### config.mk
export PLATFORM = sky130hd
export DESIGN_NAME = boat_plant_euler_step_unit
export DESIGN_NICKNAME = d
export VERILOG_FILES = /design/src/hdl/bpe_pkg.sv /design/src/hdl/boat_plant_euler_step_unit.sv /design/src/hdl/bpe_alu.sv
export VERILOG_INCLUDE_DIRS = /design/src /design/src/hdl
export SDC_FILE = /design/constraint.sdc
export NUM_CORES = 2
export LEC_CHECK = 0
export BUFFER_PORTS_ARGS = -buffer_cell sky130_fd_sc_hd__buf_2
export CELL_PAD_IN_SITES_DETAIL_PLACEMENT = 1
export CELL_PAD_IN_SITES_GLOBAL_PLACEMENT = 1
export CORE_MARGIN = 5
export CORE_UTILIZATION = 24
export DETAILED_ROUTE_END_ITERATION = 10
export GPL_ROUTABILITY_DRIVEN = 1
export PLACE_DENSITY = 0.51
export SLEW_MARGIN = 20
export SYNTH_ARGS = -nofsm -noshare
export SYNTH_HDL_FRONTEND = slang
export SYNTH_HIERARCHICAL = 1
export SYNTH_SLANG_ARGS = --single-unit
### constraint.sdc
create_clock -name clk -period 10.8 [get_ports clk]
set_input_delay 0.54 -clock clk [delete_from_list [all_inputs] [get_ports clk]]
set_output_delay 0.54 -clock clk [all_outputs]
set_load 0.02 [all_outputs]
### src/hdl/boat_plant_euler_step_unit_defines.svh
// ----------------------------------------------------------------------------
// boat plant euler step unit: assertion macros
// clocked on clk, disabled while rst_n is low
// ----------------------------------------------------------------------------
`ifndef BOAT_PLANT_EULER_STEP_UNIT_DEFINES_SVH
`define BOAT_PLANT_EULER_STEP_UNIT_DEFINES_SVH

// same-cycle implication
`define BPE_ASSERT_IMPL(lbl, ante, cons, msg) \
  lbl: assert property (@(posedge clk) disable iff (!rst_n) (ante) |-> (cons)) \
    else $error(msg);

// next-cycle implication
`define BPE_ASSERT_NEXT(lbl, ante, cons, msg) \
  lbl: assert property (@(posedge clk) disable iff (!rst_n) (ante) |=> (cons)) \
    else $error(msg);

`endif

### src/hdl/bpe_pkg.sv
// ----------------------------------------------------------------------------
// bpe_pkg
// types, constants and the microprogram of the boat plant euler step unit
// ----------------------------------------------------------------------------
package bpe_pkg;

  // default number format
  localparam int DEF_DATA_WIDTH = 32;
  localparam int DEF_FRAC_BITS  = 16;

  // configuration port
  localparam int CFG_W     = 17;
  localparam int CFG_IDX_W = 4;
  localparam logic [CFG_W-1:0] CFG_RESET = CFG_W'(655);
  localparam logic [CFG_IDX_W-1:0] REG_TIME_STEP  = CFG_IDX_W'(0);
  localparam logic [CFG_IDX_W-1:0] REG_SPEED_GAIN = CFG_IDX_W'(1);

  // multiplier digit width (operand b is taken one digit per cycle)
  localparam int MUL_CHUNK = 16;

  // plant coefficients in Q.32
  localparam longint Q32_ONE       = 64'sd4294967296;
  localparam longint Q32_HALF      = Q32_ONE / 2;
  localparam longint Q32_3QTR      = 3 * (Q32_ONE / 4);
  localparam longint C_DEG2RAD     = 64'sd74961321;
  localparam longint C_RAD2DEG     = 64'sd246083499208;
  localparam longint C_RPM_PER_RAD = 64'sd41013916535;
  localparam longint C_0015        = 64'sd64424509;
  localparam longint C_099         = 64'sd4252017623;

  // sequencer microprogram length
  localparam int UC_LEN = 43;
  localparam int PC_W   = 6;

  typedef enum logic [2:0] {
    OP_ADD,
    OP_NEG,
    OP_MAX,
    OP_MIN,
    OP_MUL
  } op_t;

  // operand and destination locations
  typedef enum logic [5:0] {
    L_PS, L_PA, L_HS, L_HA, L_RA, L_RR, L_YA, L_YR,
    L_PWR, L_TA, L_TB, L_TC, L_PD0, L_PD1, L_VD0, L_VD1, L_RD, L_YD1,
    L_IN_PWR, L_IN_RDEG, L_DT, L_SG,
    L_ZERO, L_ONE, L_P20, L_N20, L_DEG2RAD, L_M2, L_P500, L_MHALF,
    L_M075, L_P0015, L_M3, L_M099, L_HALF, L_RPM, L_RAD2DEG
  } loc_t;

  typedef struct packed {
    op_t  op;
    loc_t dst;
    loc_t sa;
    loc_t sb;
  } uop_t;

  typedef struct packed {
    logic start;
    op_t  op;
  } alu_ctl_t;

  typedef enum logic [1:0] {
    SS_IDLE,
    SS_ISSUE,
    SS_WAIT,
    SS_DONE
  } seq_state_t;

  typedef enum logic [1:0] {
    AS_IDLE,
    AS_ACC,
    AS_FIN
  } alu_state_t;

  // Q.32 constant to Q.fb, round half away from zero, saturate to dw bits
  function automatic logic signed [63:0] q_const(input longint k, input int fb,
                                                  input int dw);
    logic [63:0] m;
    logic [63:0] lim;
    logic signed [63:0] r;
    m   = (k < 0) ? 64'(-k) : 64'(k);
    m   = (m + (64'd1 << (31 - fb))) >> (32 - fb);
    lim = (64'd1 << (dw - 1)) - 64'd1;
    if (m > lim) begin
      r = (k < 0) ? $signed(~lim) : $signed(lim);
    end else begin
      r = (k < 0) ? -$signed(m) : $signed(m);
    end
    return r;
  endfunction

  function automatic uop_t uo(input op_t op, input loc_t d, input loc_t a, input loc_t b);
    uop_t u;
    u.op  = op;
    u.dst = d;
    u.sa  = a;
    u.sb  = b;
    return u;
  endfunction

  // one micro-op per step: input clamps, derivatives from old state, then updates, then outputs
  function automatic uop_t ucode(input logic [PC_W-1:0] pc);
    uop_t u;
    case (pc)
      // input clamps and degree to radian
      6'd0:  u = uo(OP_MAX, L_PWR, L_IN_PWR, L_ZERO);
      6'd1:  u = uo(OP_MIN, L_PWR, L_PWR, L_ONE);
      6'd2:  u = uo(OP_MAX, L_RD, L_IN_RDEG, L_N20);
      6'd3:  u = uo(OP_MIN, L_RD, L_RD, L_P20);
      6'd4:  u = uo(OP_MUL, L_RD, L_RD, L_DEG2RAD);
      // propeller
      6'd5:  u = uo(OP_NEG, L_TA, L_PS, L_ZERO);
      6'd6:  u = uo(OP_ADD, L_PD0, L_TA, L_PA);
      6'd7:  u = uo(OP_MUL, L_TA, L_M2, L_PA);
      6'd8:  u = uo(OP_MUL, L_TB, L_P500, L_PWR);
      6'd9:  u = uo(OP_ADD, L_PD1, L_TA, L_TB);
      // hull
      6'd10: u = uo(OP_MUL, L_TA, L_MHALF, L_HS);
      6'd11: u = uo(OP_ADD, L_VD0, L_TA, L_HA);
      6'd12: u = uo(OP_MUL, L_TA, L_M075, L_HA);
      6'd13: u = uo(OP_MUL, L_TB, L_P0015, L_PS);
      6'd14: u = uo(OP_ADD, L_VD1, L_TA, L_TB);
      // rudder
      6'd15: u = uo(OP_NEG, L_TA, L_RA, L_ZERO);
      6'd16: u = uo(OP_MUL, L_TB, L_M3, L_RR);
      6'd17: u = uo(OP_ADD, L_TA, L_TA, L_TB);
      6'd18: u = uo(OP_ADD, L_RD, L_TA, L_RD);
      // yaw, input gain from squared speed
      6'd19: u = uo(OP_MUL, L_TA, L_HS, L_HS);
      6'd20: u = uo(OP_MUL, L_TA, L_TA, L_SG);
      6'd21: u = uo(OP_MUL, L_TB, L_M099, L_YR);
      6'd22: u = uo(OP_MUL, L_TC, L_HALF, L_RA);
      6'd23: u = uo(OP_MUL, L_TC, L_TC, L_TA);
      6'd24: u = uo(OP_ADD, L_YD1, L_TB, L_TC);
      // euler updates
      6'd25: u = uo(OP_MUL, L_TA, L_PD0, L_DT);
      6'd26: u = uo(OP_ADD, L_PS, L_PS, L_TA);
      6'd27: u = uo(OP_MUL, L_TA, L_PD1, L_DT);
      6'd28: u = uo(OP_ADD, L_PA, L_PA, L_TA);
      6'd29: u = uo(OP_MUL, L_TA, L_VD0, L_DT);
      6'd30: u = uo(OP_ADD, L_HS, L_HS, L_TA);
      6'd31: u = uo(OP_MUL, L_TA, L_VD1, L_DT);
      6'd32: u = uo(OP_ADD, L_HA, L_HA, L_TA);
      6'd33: u = uo(OP_MUL, L_TA, L_RR, L_DT);
      6'd34: u = uo(OP_ADD, L_RA, L_RA, L_TA);
      6'd35: u = uo(OP_MUL, L_TA, L_RD, L_DT);
      6'd36: u = uo(OP_ADD, L_RR, L_RR, L_TA);
      6'd37: u = uo(OP_MUL, L_TA, L_YR, L_DT);
      6'd38: u = uo(OP_ADD, L_YA, L_YA, L_TA);
      6'd39: u = uo(OP_MUL, L_TA, L_YD1, L_DT);
      6'd40: u = uo(OP_ADD, L_YR, L_YR, L_TA);
      // output scaling
      6'd41: u = uo(OP_MUL, L_TA, L_PS, L_RPM);
      6'd42: u = uo(OP_MUL, L_TB, L_YA, L_RAD2DEG);
      default: u = uo(OP_ADD, L_TC, L_ZERO, L_ZERO);
    endcase
    return u;
  endfunction

endpackage

### src/hdl/boat_plant_euler_step_unit.sv
// ----------------------------------------------------------------------------
// boat_plant_euler_step_unit
// One beat on the in_ channel (motor power, rudder setpoint) advances the
// propeller, hull, rudder and yaw plants by one forward-euler step and gives
// one beat on the out_ channel (propeller rpm, hull speed, yaw in degrees).
// cfg_ writes set time_step (index 0) and speed_gain (index 1); write only
// while no beat is in flight. cfg_ready is always high.
// A small sequencer runs a 43-step microprogram through one shared unit:
// 22 multiplies, which take operand b in NCH = ceil(DATA_WIDTH / 16) digits,
// and 21 add, negate, max and min ops; each step is issued, waited on and
// written back before the next, and the output register is loaded last.
// in_ready is high only while the sequencer is idle, so a new beat is taken
// only once the previous beat's result has gone into the output register.
// A finished result waits in the output register; a stalled receiver holds it
// there, the next beat is still taken, and that beat's result waits until the
// register frees up.
// Reset clears all plant state, sets both registers to 655, drops out_valid.
// ----------------------------------------------------------------------------
`include "boat_plant_euler_step_unit_defines.svh"

module boat_plant_euler_step_unit #(
  parameter int DATA_WIDTH = bpe_pkg::DEF_DATA_WIDTH,
  parameter int FRAC_BITS  = bpe_pkg::DEF_FRAC_BITS
) (
  input  logic                              clk,
  input  logic                              rst_n,
  input  logic                              in_valid,
  output logic                              in_ready,
  input  logic signed [DATA_WIDTH-1:0]      in_motor_power,
  input  logic signed [DATA_WIDTH-1:0]      in_rudder_setpoint,
  output logic                              out_valid,
  input  logic                              out_ready,
  output logic signed [DATA_WIDTH-1:0]      out_shaft_rpm,
  output logic signed [DATA_WIDTH-1:0]      out_boat_speed_out,
  output logic signed [DATA_WIDTH-1:0]      out_yaw_deg,
  input  logic                              cfg_valid,
  output logic                              cfg_ready,
  input  logic [bpe_pkg::CFG_IDX_W-1:0]     cfg_index,
  input  logic [bpe_pkg::CFG_W-1:0]         cfg_wdata
);
  import bpe_pkg::*;

  // plant coefficients in the working format
  localparam logic signed [63:0] TWENTY_Q = q_const(20 * Q32_ONE, FRAC_BITS, DATA_WIDTH);
  localparam logic signed [DATA_WIDTH-1:0] K_ONE =
    DATA_WIDTH'(q_const(Q32_ONE, FRAC_BITS, DATA_WIDTH));
  localparam logic signed [DATA_WIDTH-1:0] K_P20 = DATA_WIDTH'(TWENTY_Q);
  localparam logic signed [DATA_WIDTH-1:0] K_N20 = DATA_WIDTH'(-TWENTY_Q);
  localparam logic signed [DATA_WIDTH-1:0] K_DEG2RAD =
    DATA_WIDTH'(q_const(C_DEG2RAD, FRAC_BITS, DATA_WIDTH));
  localparam logic signed [DATA_WIDTH-1:0] K_M2 =
    DATA_WIDTH'(q_const(-2 * Q32_ONE, FRAC_BITS, DATA_WIDTH));
  localparam logic signed [DATA_WIDTH-1:0] K_P500 =
    DATA_WIDTH'(q_const(500 * Q32_ONE, FRAC_BITS, DATA_WIDTH));
  localparam logic signed [DATA_WIDTH-1:0] K_MHALF =
    DATA_WIDTH'(q_const(-Q32_HALF, FRAC_BITS, DATA_WIDTH));
  localparam logic signed [DATA_WIDTH-1:0] K_M075 =
    DATA_WIDTH'(q_const(-Q32_3QTR, FRAC_BITS, DATA_WIDTH));
  localparam logic signed [DATA_WIDTH-1:0] K_P0015 =
    DATA_WIDTH'(q_const(C_0015, FRAC_BITS, DATA_WIDTH));
  localparam logic signed [DATA_WIDTH-1:0] K_M3 =
    DATA_WIDTH'(q_const(-3 * Q32_ONE, FRAC_BITS, DATA_WIDTH));
  localparam logic signed [DATA_WIDTH-1:0] K_M099 =
    DATA_WIDTH'(q_const(-C_099, FRAC_BITS, DATA_WIDTH));
  localparam logic signed [DATA_WIDTH-1:0] K_HALF =
    DATA_WIDTH'(q_const(Q32_HALF, FRAC_BITS, DATA_WIDTH));
  localparam logic signed [DATA_WIDTH-1:0] K_RPM =
    DATA_WIDTH'(q_const(C_RPM_PER_RAD, FRAC_BITS, DATA_WIDTH));
  localparam logic signed [DATA_WIDTH-1:0] K_RAD2DEG =
    DATA_WIDTH'(q_const(C_RAD2DEG, FRAC_BITS, DATA_WIDTH));

  seq_state_t      state_r, state_nxt;
  logic [PC_W-1:0] pc_r, pc_nxt;
  uop_t            uop;
  alu_ctl_t        alu_ctl;
  logic            alu_done;
  logic            wr_en;
  logic            out_load;
  logic            out_valid_r;

  logic signed [DATA_WIDTH-1:0] alu_a, alu_b, alu_res;

  // configuration registers
  logic [CFG_W-1:0] time_step_r, speed_gain_r;

  // accepted beat
  logic signed [DATA_WIDTH-1:0] pwr_in_r, rdeg_in_r;

  // plant state
  logic signed [DATA_WIDTH-1:0] ps_r, pa_r, hs_r, ha_r, ra_r, rr_r, ya_r, yr_r;

  // scratch values
  logic signed [DATA_WIDTH-1:0] t_pwr_r, t_a_r, t_b_r, t_c_r;
  logic signed [DATA_WIDTH-1:0] t_pd0_r, t_pd1_r, t_vd0_r, t_vd1_r, t_rd_r, t_yd1_r;

  // result register
  logic signed [DATA_WIDTH-1:0] rpm_out_r, speed_out_r, yaw_out_r;

  // operand select
  function automatic logic signed [DATA_WIDTH-1:0] pick(input loc_t l);
    logic signed [DATA_WIDTH-1:0] v;
    unique case (l)
      L_PS:      v = ps_r;
      L_PA:      v = pa_r;
      L_HS:      v = hs_r;
      L_HA:      v = ha_r;
      L_RA:      v = ra_r;
      L_RR:      v = rr_r;
      L_YA:      v = ya_r;
      L_YR:      v = yr_r;
      L_PWR:     v = t_pwr_r;
      L_TA:      v = t_a_r;
      L_TB:      v = t_b_r;
      L_TC:      v = t_c_r;
      L_PD0:     v = t_pd0_r;
      L_PD1:     v = t_pd1_r;
      L_VD0:     v = t_vd0_r;
      L_VD1:     v = t_vd1_r;
      L_RD:      v = t_rd_r;
      L_YD1:     v = t_yd1_r;
      L_IN_PWR:  v = pwr_in_r;
      L_IN_RDEG: v = rdeg_in_r;
      L_DT:      v = $signed(DATA_WIDTH'(time_step_r));
      L_SG:      v = $signed(DATA_WIDTH'(speed_gain_r));
      L_ZERO:    v = '0;
      L_ONE:     v = K_ONE;
      L_P20:     v = K_P20;
      L_N20:     v = K_N20;
      L_DEG2RAD: v = K_DEG2RAD;
      L_M2:      v = K_M2;
      L_P500:    v = K_P500;
      L_MHALF:   v = K_MHALF;
      L_M075:    v = K_M075;
      L_P0015:   v = K_P0015;
      L_M3:      v = K_M3;
      L_M099:    v = K_M099;
      L_HALF:    v = K_HALF;
      L_RPM:     v = K_RPM;
      L_RAD2DEG: v = K_RAD2DEG;
      default:   v = '0;
    endcase
    return v;
  endfunction

  assign uop = ucode(pc_r);

  // operands follow both the micro-op and the registers it reads
  always_comb begin
    alu_a = pick(uop.sa);
    alu_b = pick(uop.sb);
  end

  bpe_alu #(
    .DATA_WIDTH(DATA_WIDTH),
    .FRAC_BITS (FRAC_BITS)
  ) u_alu (
    .clk  (clk),
    .rst_n(rst_n),
    .ctl  (alu_ctl),
    .a    (alu_a),
    .b    (alu_b),
    .done (alu_done),
    .res  (alu_res)
  );

  // sequencer: issue a micro-op, wait for the unit, write back, next step
  always_comb begin
    state_nxt     = state_r;
    pc_nxt        = pc_r;
    alu_ctl.start = 1'b0;
    alu_ctl.op    = uop.op;
    wr_en         = 1'b0;
    out_load      = 1'b0;
    unique case (state_r)
      SS_IDLE: begin
        if (in_valid) begin
          state_nxt = SS_ISSUE;
          pc_nxt    = '0;
        end
      end
      SS_ISSUE: begin
        alu_ctl.start = 1'b1;
        state_nxt     = SS_WAIT;
      end
      SS_WAIT: begin
        if (alu_done) begin
          wr_en = 1'b1;
          if (pc_r == PC_W'(UC_LEN - 1)) begin
            state_nxt = SS_DONE;
          end else begin
            pc_nxt    = pc_r + PC_W'(1);
            state_nxt = SS_ISSUE;
          end
        end
      end
      SS_DONE: begin
        if (!out_valid_r || out_ready) begin
          out_load  = 1'b1;
          state_nxt = SS_IDLE;
        end
      end
      default: state_nxt = SS_IDLE;
    endcase
  end

  always_ff @(posedge clk) begin
    if (!rst_n) begin
      state_r <= SS_IDLE;
      pc_r    <= '0;
    end else begin
      state_r <= state_nxt;
      pc_r    <= pc_nxt;
    end
  end

  assign in_ready = (state_r == SS_IDLE);

  // input beat capture
  always_ff @(posedge clk) begin
    if (in_valid && in_ready) begin
      pwr_in_r  <= in_motor_power;
      rdeg_in_r <= in_rudder_setpoint;
    end
  end

  // configuration writes, unknown index ignored
  assign cfg_ready = 1'b1;

  always_ff @(posedge clk) begin
    if (!rst_n) begin
      time_step_r  <= CFG_RESET;
      speed_gain_r <= CFG_RESET;
    end else if (cfg_valid) begin
      unique case (cfg_index)
        REG_TIME_STEP:  time_step_r  <= cfg_wdata;
        REG_SPEED_GAIN: speed_gain_r <= cfg_wdata;
        default: ;
      endcase
    end
  end

  // plant state write-back
  always_ff @(posedge clk) begin
    if (!rst_n) begin
      ps_r <= '0;
      pa_r <= '0;
      hs_r <= '0;
      ha_r <= '0;
      ra_r <= '0;
      rr_r <= '0;
      ya_r <= '0;
      yr_r <= '0;
    end else if (wr_en) begin
      case (uop.dst)
        L_PS:    ps_r <= alu_res;
        L_PA:    pa_r <= alu_res;
        L_HS:    hs_r <= alu_res;
        L_HA:    ha_r <= alu_res;
        L_RA:    ra_r <= alu_res;
        L_RR:    rr_r <= alu_res;
        L_YA:    ya_r <= alu_res;
        L_YR:    yr_r <= alu_res;
        default: ;
      endcase
    end
  end

  // scratch write-back
  always_ff @(posedge clk) begin
    if (wr_en) begin
      case (uop.dst)
        L_PWR:   t_pwr_r <= alu_res;
        L_TA:    t_a_r   <= alu_res;
        L_TB:    t_b_r   <= alu_res;
        L_TC:    t_c_r   <= alu_res;
        L_PD0:   t_pd0_r <= alu_res;
        L_PD1:   t_pd1_r <= alu_res;
        L_VD0:   t_vd0_r <= alu_res;
        L_VD1:   t_vd1_r <= alu_res;
        L_RD:    t_rd_r  <= alu_res;
        L_YD1:   t_yd1_r <= alu_res;
        default: ;
      endcase
    end
  end

  // output register: rpm and yaw come from the last two steps
  always_ff @(posedge clk) begin
    if (out_load) begin
      rpm_out_r   <= t_a_r;
      speed_out_r <= hs_r;
      yaw_out_r   <= t_b_r;
    end
  end

  always_ff @(posedge clk) begin
    if (!rst_n) begin
      out_valid_r <= 1'b0;
    end else if (out_load) begin
      out_valid_r <= 1'b1;
    end else if (out_ready) begin
      out_valid_r <= 1'b0;
    end
  end

  assign out_valid          = out_valid_r;
  assign out_shaft_rpm      = rpm_out_r;
  assign out_boat_speed_out = speed_out_r;
  assign out_yaw_deg        = yaw_out_r;

  // accepted beat starts the microprogram at its first step
  `BPE_ASSERT_NEXT(a_accept_starts, in_valid && in_ready, state_r == SS_ISSUE && pc_r == '0, "accepted beat did not start the sequencer")
  // the shared unit only finishes while the sequencer waits on it
  `BPE_ASSERT_IMPL(a_done_in_wait, alu_done, state_r == SS_WAIT, "unit finished outside the wait state")
  // a new result only appears after the last step
  `BPE_ASSERT_IMPL(a_result_from_done, $rose(out_valid_r), $past(state_r) == SS_DONE, "result raised without a finished step")

endmodule

### src/hdl/bpe_alu.sv
// ----------------------------------------------------------------------------
// bpe_alu
// shared saturating arithmetic unit: add, negate, min, max with a registered result, and
// a rounded fixed-point multiply taking one operand digit per cycle
// ----------------------------------------------------------------------------
module bpe_alu #(
  parameter int DATA_WIDTH = bpe_pkg::DEF_DATA_WIDTH,
  parameter int FRAC_BITS  = bpe_pkg::DEF_FRAC_BITS
) (
  input  logic                         clk,
  input  logic                         rst_n,
  input  bpe_pkg::alu_ctl_t            ctl,
  input  logic signed [DATA_WIDTH-1:0] a,
  input  logic signed [DATA_WIDTH-1:0] b,
  output logic                         done,
  output logic signed [DATA_WIDTH-1:0] res
);
  import bpe_pkg::*;

  localparam int NCH   = (DATA_WIDTH + MUL_CHUNK - 1) / MUL_CHUNK;
  localparam int BW    = NCH * MUL_CHUNK;
  localparam int ACC_W = DATA_WIDTH + BW;
  localparam int PP_W  = DATA_WIDTH + MUL_CHUNK;
  localparam int PR_W  = 2 * DATA_WIDTH + 1;
  localparam int CNT_W = $clog2(NCH);
  localparam logic signed [DATA_WIDTH-1:0] Q_MAX = {1'b0, {(DATA_WIDTH-1){1'b1}}};
  localparam logic signed [DATA_WIDTH-1:0] Q_MIN = {1'b1, {(DATA_WIDTH-1){1'b0}}};
  localparam logic [PR_W-1:0] RND = PR_W'(1) << (FRAC_BITS - 1);

  alu_state_t state_r, state_nxt;
  logic done_r, done_nxt;

  logic [DATA_WIDTH-1:0]        mag_a_r;
  logic [BW-1:0]                b_sh_r;
  logic [ACC_W-1:0]             acc_r;
  logic                         neg_r;
  logic [CNT_W-1:0]             cnt_r;
  logic signed [DATA_WIDTH-1:0] res_r;

  logic [DATA_WIDTH:0]          sum;
  logic signed [DATA_WIDTH-1:0] simple_res;
  logic [DATA_WIDTH-1:0]        mag_a, mag_b;
  logic [PP_W-1:0]              pp;
  logic [ACC_W-1:0]             acc_sum;
  logic [PR_W-1:0]              rounded, shifted;
  logic [DATA_WIDTH-1:0]        mag_q;
  logic                         over;
  logic signed [DATA_WIDTH-1:0] fin_res;

  // add, negate, max and min ops
  always_comb begin
    sum = {a[DATA_WIDTH-1], a} + {b[DATA_WIDTH-1], b};
    case (ctl.op)
      OP_ADD: begin
        if (sum[DATA_WIDTH] != sum[DATA_WIDTH-1]) begin
          simple_res = sum[DATA_WIDTH] ? Q_MIN : Q_MAX;
        end else begin
          simple_res = $signed(sum[DATA_WIDTH-1:0]);
        end
      end
      OP_NEG: simple_res = (a == Q_MIN) ? Q_MAX : -a;
      OP_MAX: simple_res = (a > b) ? a : b;
      OP_MIN: simple_res = (a < b) ? a : b;
      default: simple_res = a;
    endcase
  end

  // operand magnitudes for the multiplier
  assign mag_a = a[DATA_WIDTH-1] ? DATA_WIDTH'(-a) : DATA_WIDTH'(a);
  assign mag_b = b[DATA_WIDTH-1] ? DATA_WIDTH'(-b) : DATA_WIDTH'(b);

  // digit step, most significant digit of b first
  assign pp      = PP_W'(mag_a_r) * PP_W'(b_sh_r[BW-1 -: MUL_CHUNK]);
  assign acc_sum = (acc_r << MUL_CHUNK) + ACC_W'(pp);

  // round half away from zero on the magnitude, then saturate
  always_comb begin
    rounded = PR_W'(acc_r[2*DATA_WIDTH-1:0]) + RND;
    shifted = rounded >> FRAC_BITS;
    over    = |shifted[PR_W-1:DATA_WIDTH-1];
    mag_q   = shifted[DATA_WIDTH-1:0];
    if (over) begin
      fin_res = neg_r ? Q_MIN : Q_MAX;
    end else begin
      fin_res = neg_r ? -$signed(mag_q) : $signed(mag_q);
    end
  end

  // unit sequencing
  always_comb begin
    state_nxt = state_r;
    done_nxt  = 1'b0;
    unique case (state_r)
      AS_IDLE: begin
        if (ctl.start) begin
          if (ctl.op == OP_MUL) begin
            state_nxt = AS_ACC;
          end else begin
            done_nxt = 1'b1;
          end
        end
      end
      AS_ACC: begin
        if (cnt_r == CNT_W'(NCH - 1)) begin
          state_nxt = AS_FIN;
        end
      end
      AS_FIN: begin
        done_nxt  = 1'b1;
        state_nxt = AS_IDLE;
      end
      default: state_nxt = AS_IDLE;
    endcase
  end

  always_ff @(posedge clk) begin
    if (!rst_n) begin
      state_r <= AS_IDLE;
      done_r  <= 1'b0;
    end else begin
      state_r <= state_nxt;
      done_r  <= done_nxt;
    end
  end

  // datapath registers
  always_ff @(posedge clk) begin
    unique case (state_r)
      AS_IDLE: begin
        if (ctl.start) begin
          if (ctl.op == OP_MUL) begin
            mag_a_r <= mag_a;
            b_sh_r  <= BW'(mag_b);
            acc_r   <= '0;
            neg_r   <= a[DATA_WIDTH-1] ^ b[DATA_WIDTH-1];
            cnt_r   <= '0;
          end else begin
            res_r <= simple_res;
          end
        end
      end
      AS_ACC: begin
        acc_r  <= acc_sum;
        b_sh_r <= b_sh_r << MUL_CHUNK;
        cnt_r  <= cnt_r + CNT_W'(1);
      end
      AS_FIN: res_r <= fin_res;
      default: ;
    endcase
  end

  assign done = done_r;
  assign res  = res_r;

endmodule

---- After elaboration in Yosys (flattened, before gate mapping) ----
Memories as Yosys holds them, arrays and structs flattened. A register that Yosys moved wholly into a read port is not among the register bits.
Index checks and enable logic that the tools add are counted.
storage, ports and cells
  output and inout port bits .............. 99
  bits in writable memories ............... 0
  memories kept ........................... 1
  latch bits .............................. 0
  bits in registers ....................... 944
  bits of input ports ..................... 90
  ROM bits ................................ 1280
operators by class
  equal/unequal tests ..................... 108
  bitwise operators ....................... 1
  reduce and logical (&&, ||, !) cells .... 41
  $add $sub $neg .......................... 8
  $lt $le $gt $ge ......................... 2
  multipliers ............................. 1
  shift-type cells ........................ 0
  divide/modulo/power cells ............... 0
  multiplexer cells ....................... 50
memory list
  memory            depth  width  read ports  clocked after Yosys merged registers in  write ports  line            RTL
  (name not given)  64     20     1           1                                        0            bpe_pkg.sv:106  case (pc)
operator list
  kind                                                              count
  32-bit one-hot mux with 36 select lines                           2
  32-bit two-way mux                                                13
  6-bit by 5-bit == test with 1-bit output, second input constant   32
  6-bit by 4-bit == test with 1-bit output, second input constant   24
  64-bit two-way mux                                                2
  32-bit one-hot mux with 2 select lines                            2
  32-bit one-hot mux with 4 select lines                            1
  64-bit one-hot mux with 2 select lines                            1
  32-bit negator                                                    3
  6-bit by 3-bit == test with 1-bit output, second input constant   12
  6-bit == test, second input constant                              11
  64-bit by 16-bit adder with 65-bit output, second input constant  1
  64-bit by 48-bit adder with 64-bit output                         1
  32-bit by 16-bit multiplier with 48-bit output                    1
  2-bit AND reduction                                               20
  6-bit by 2-bit == test with 1-bit output, second input constant   6
  32-bit by 32-bit adder with 33-bit output                         1
  32-bit == test, second input constant                             1
  32-bit > comparator                                               1
  32-bit less-than comparator                                       1
  31-bit two-way mux                                                1
  6-bit two-way mux                                                 5
  6-bit by 1-bit == test with 1-bit output, second input constant   3
  6-bit zero test                                                   3
  28 further kinds                                                  63

---- Logic depth before layout (Yosys ltp) ----
  depth after elaboration ................. 9
  mapped depth ............................ 27
  mapped depth without buffers ............ 24

---- Cells and area by module ----
The synthesis kept the hierarchy.
modules (own cells, without submodules)
  module                      seq. area each (um^2)  times used  area each (um^2)  cells an instance
  boat_plant_euler_step_unit  20799.9                1           36309.8           3480
  bpe_alu                     4924.7                 1           31714.2           3731

---- Worst setup path before layout ----
No wires, ideal clock.
  path type ............................... reg-to-reg
  from .................................... reg u_alu.mag_a_r[15]
  to ...................................... reg u_alu.acc_r[59] (data pin)
  buffers on the path ..................... 3
  setup time .............................. 270 ps
  required time ........................... 10530 ps
  path slack .............................. 4107 ps
  cell stages (with the launch flop) ...... 25
  data arrival time ....................... 6423 ps
  period minus slack after synthesis ...... 6693 ps
  cells stage by stage .................... edfxtp_1 -> clkbuf_1 -> nand2_1 -> fa_1 -> fa_1 -> fa_1 -> inv_1 -> fa_1 -> fa_1 -> inv_1 -> fa_1 -> inv_1 -> ha_1 -> clkbuf_2 -> nand2_1 -> nor3_1 -> nand3_1 -> o211ai_1 -> a31oi_1 -> o41ai_1 -> a21oi_1 -> a311oi_1 -> buf_2 -> a21o_1 -> a21oi_1
between the ends
  word-level cells in the longest chain between the ends .. 3
ends and longest elaborated chain
  item                                            line            RTL
  from (decl)                                     bpe_alu.sv:33   logic [DATA_WIDTH-1:0] mag_a_r;
  from (signal assigned)                          bpe_alu.sv:132  mag_a_r <= mag_a;
  32-bit by 16-bit multiplier with 48-bit output  bpe_alu.sv:73   assign pp = PP_W'(mag_a_r) * PP_W'(b_sh_r[BW-1 -: MUL_CHUNK]);
  64-bit by 48-bit adder with 64-bit output       bpe_alu.sv:74   assign acc_sum = (acc_r << MUL_CHUNK) + ACC_W'(pp);
  64-bit one-hot mux with 2 select lines          bpe_alu.sv:128  unique case (state_r)
  to (signal assigned)                            bpe_alu.sv:143  acc_r <= acc_sum;
  to (decl)                                       bpe_alu.sv:35   logic [ACC_W-1:0] acc_r;
No other way between the ends.
A chain may end at the register's enable or synchronous reset.

---- Final worst setup path ----
  from .................................... reg u_alu.mag_a_r[9]
  to ...................................... reg u_alu.acc_r[59] (data pin)
The elaborated chain is that of the path after synthesis.

==> results_dict.tcl <==
set metrics [dict create \
    fin_crit_ps 8047 \
    layout-drive-gt1-share 0.09386 \
    setup_ws_ps 2753 \
    port_buffers 187 \
    ys_types 111 \
    track_usage 0.2260 \
    relSlewSlack 0.1508 \
    antenna_found_initial 9 \
    drc_errors 0 \
    ys_ff_latch 964 \
    viasPerCell 5.415 \
    ys.flop_type "edfxtp_1" \
    synthTopCellsByArea "edfxtp_1 (28%), fa_1 (13%), dfxtp_1 (9.5%)" \
    vias 60228 \
    required_ps 11300 \
    first_global_vias 62432 \
    skew_ps 72.34 \
    worstSkewPairLatency_ps 820 \
    worstPathCellList "nand2_1 > fa_1 > inv_1 > fa_1 > fa_1 > fa_1 > fa_1 > inv_1 > fa_1 > inv_1 > ha_1 > nand2_1 > nor3_1 > nand3_1 > o211ai_1 > buf_4 > a31oi_1 > o41ai_1 > a21oi_1 > a311oi_1 > buf_4 > a21o_1 > a21oi_1" \
    rsz0062_at_grt "false" \
    synth_edf_count 642 \
    seq_area_frac_synth 0.3782 \
    critPathMaxStageDelay_ps 920 \
    finalCritPeriodShare 0.7451 \
    cp-start-kind "flop" \
    yosysTopAreaCellShare 0.2834 \
    regMostFlops "u_alu/acc_r" \
    fin_nets 8028 \
    grt_pass1_wl_um 482300 \
    gp_congestion 0.9229 \
    drt_iter0_markers 6460 \
    avgSynthCellArea_um2 9.433 \
    area_delta_synth_final_pct 15.06 \
    cts-root-buf "clkbuf_16" \
    syn_inst 7211 \
    dp_hpwl_um 237000 \
    synth_top_area_cell "edfxtp_1" \
    die_w_um 542.4 \
    drt-wirelength-per-cell_um 30.77 \
    place_ws_ps 2359 \
    core_area_mm2 0.2823 \
    ys_warn_count 6 \
    crit_path_frequent_cell "fa_1" \
    cts_made_buffers 115 \
    clock_sinks 964 \
    setup_violations 0 \
    cp_top_family "adder cells" \
    die_area_mm2 0.2942 \
    rows 195 \
    powerDensity_mw_per_mm2 116.8 \
    ir_drop_mv 0.1433 \
    crit_type "reg2reg" \
    die_h_um 542.4 \
    synthTopCellsByCount "nand2_1 (1,233), inv_1 (669), edfxtp_1 (642)" \
    largest_register_ffs 64 \
    worstHoldPathType "in2reg" \
    clk_path_buf_depth 3 \
    cts_resized 0 \
    hold_ws_ps 185.4 \
    final_antenna_net_count 0 \
    hold_violations 0 \
    h-tree-depth 3 \
    fin_tns_setup_ps 0 \
    cp_max_fo 16 \
    drv_cap 0 \
    clkTransAtPathRegs_ps 60 \
    grt_max_degree 194 \
    cp_num_buf_inv 5 \
    endpoint_kind "flop" \
    cts_tree "yes" \
    cp_slowest_cell "edfxtp_1" \
    maxSlewViolCount 0 \
    io_pins 189 \
    overflow 0 \
    place_area_mm2 0.07342 \
    first_pass_iters 6 \
    syn-num-nets 7966 \
    stdcell_count 11123 \
    syn-cell-area_mm2 0.06802 \
    status "finished, final reports clean" \
    tightest_slew_ps 1242 \
    routed_wl_um 342300 \
    p_leak_nw 29.51 \
    placedCellCount 10818 \
    max_freq_ghz 0.1243 \
    final_cell_area_mm2 0.07827 \
    arrival_ps 8550 \
    start_util 0.2410 \
    async_flop_share 0 \
    synth.most_common_cell "nand2_1" \
]
[layout by cell type, fill, tap and decap left out, types with 51 or more instances in the layout]
cell           count
nand2_1         1231
inv_1            668
edfxtp_1         642
a22oi_1          610
fa_1             451
dfxtp_1          322
nor2_1           260
and2_1           235
a21boi_0         220
ha_1             214
a21oi_1          208
o21ai_0          192
buf_2            186
buf_4            155
nand4_1          145
xnor2_1          127
nand3_1          116
clkbuf_16        116
nor3_1            94
dlygate4sd3_1     81
a21boi_1          65
a21o_1            53
nor2_4            51
xor2_1            51
[layer usage]
metal,up-vias,routed length (um),track usage
li1,25435,-,-
met1,31176,143000,0.2939
met2,2812,155700,0.3666
met3,805,24160,0.03634
met4,0,19440,0.1068
met5,-,0,0
[power breakdown]
group	switching [W]	internal, W
clock	0.00178	0.00239
sequential	0.000113	0.00400
combinational	0.000603	0.000263
[kinds of logic after synthesis]
kind of cell / after synthesis / share of synthesized area
AO/OA/AOI/OAI: 1731 / 0.1805
XOR/XNOR: 178 / 0.02292
adder cells (fa/ha/maj): 665 / 0.1721
buffers and inverters: 1163 / 0.06896
flip-flops: 964 / 0.3782
multiplexers: 28 / 0.004561
other: 1 / 0.00005513
AND/OR/NAND/NOR: 2481 / 0.1728
[worst reg2reg max path: stages (launching register included)]
cell      delay (ps)
edfxtp_1         920
nand2_1          210
fa_1             600
inv_1             60
fa_1             510
fa_1             580
fa_1             430
fa_1             490
inv_1             50
fa_1             470
inv_1             60
ha_1             430
nand2_1          180
nor3_1           360
nand3_1          130
o211ai_1         170
buf_4            180
a31oi_1          220
o41ai_1          630
a21oi_1          240
a311oi_1         390
buf_4            270
a21o_1           150
a21oi_1           60
[per-stage QoR]
stage                     utilization  power [W]
final                          0.2773   0.009142
after detailed placement       0.2601   0.004998
after global routing           0.2772   0.009428
after global placement         0.2600   0.004996
after CTS                      0.2772   0.009193
after floorplan                     -   0.004591
[path summary, 6_finish.rpt]
kind / start / end / slack (ps) / depth (start not counted)
worst max-delay path: u_alu/mag_a_r[9] / u_alu/acc_r[59] / 2750 / 23
worst min-delay path: out_ready / out_valid / 190 / 3
worst max register to register: u_alu/mag_a_r[9] / u_alu/acc_r[59] / 2750 / 23
worst min register to register: ra_r[25] / ra_r[25] / 470 / 2
[final cells by class]
| class | instances | area, um^2 |
|---|---|---|
| multi-input combinational | 5084 | 38130 |
| clock buffer | 158 | 3251 |
| clock inverter | 59 | 768.2 |
| timing repair buffer | 435 | 3161 |
| antenna | 7 | 17.52 |
| inverter | 673 | 2529 |
| tap | 3743 | 4683 |
| fill | 32336 | 204000 |
| sequential | 964 | 25720 |
[what timing repair did]
action / in CTS / in global routing
endpoints found under the setup margin: 0 / 0
buffers inserted: 0 / 0
hold buffers: 81 / 0
hold endpoints to repair: 98 / 0
(Power assumes the default switching activity.)
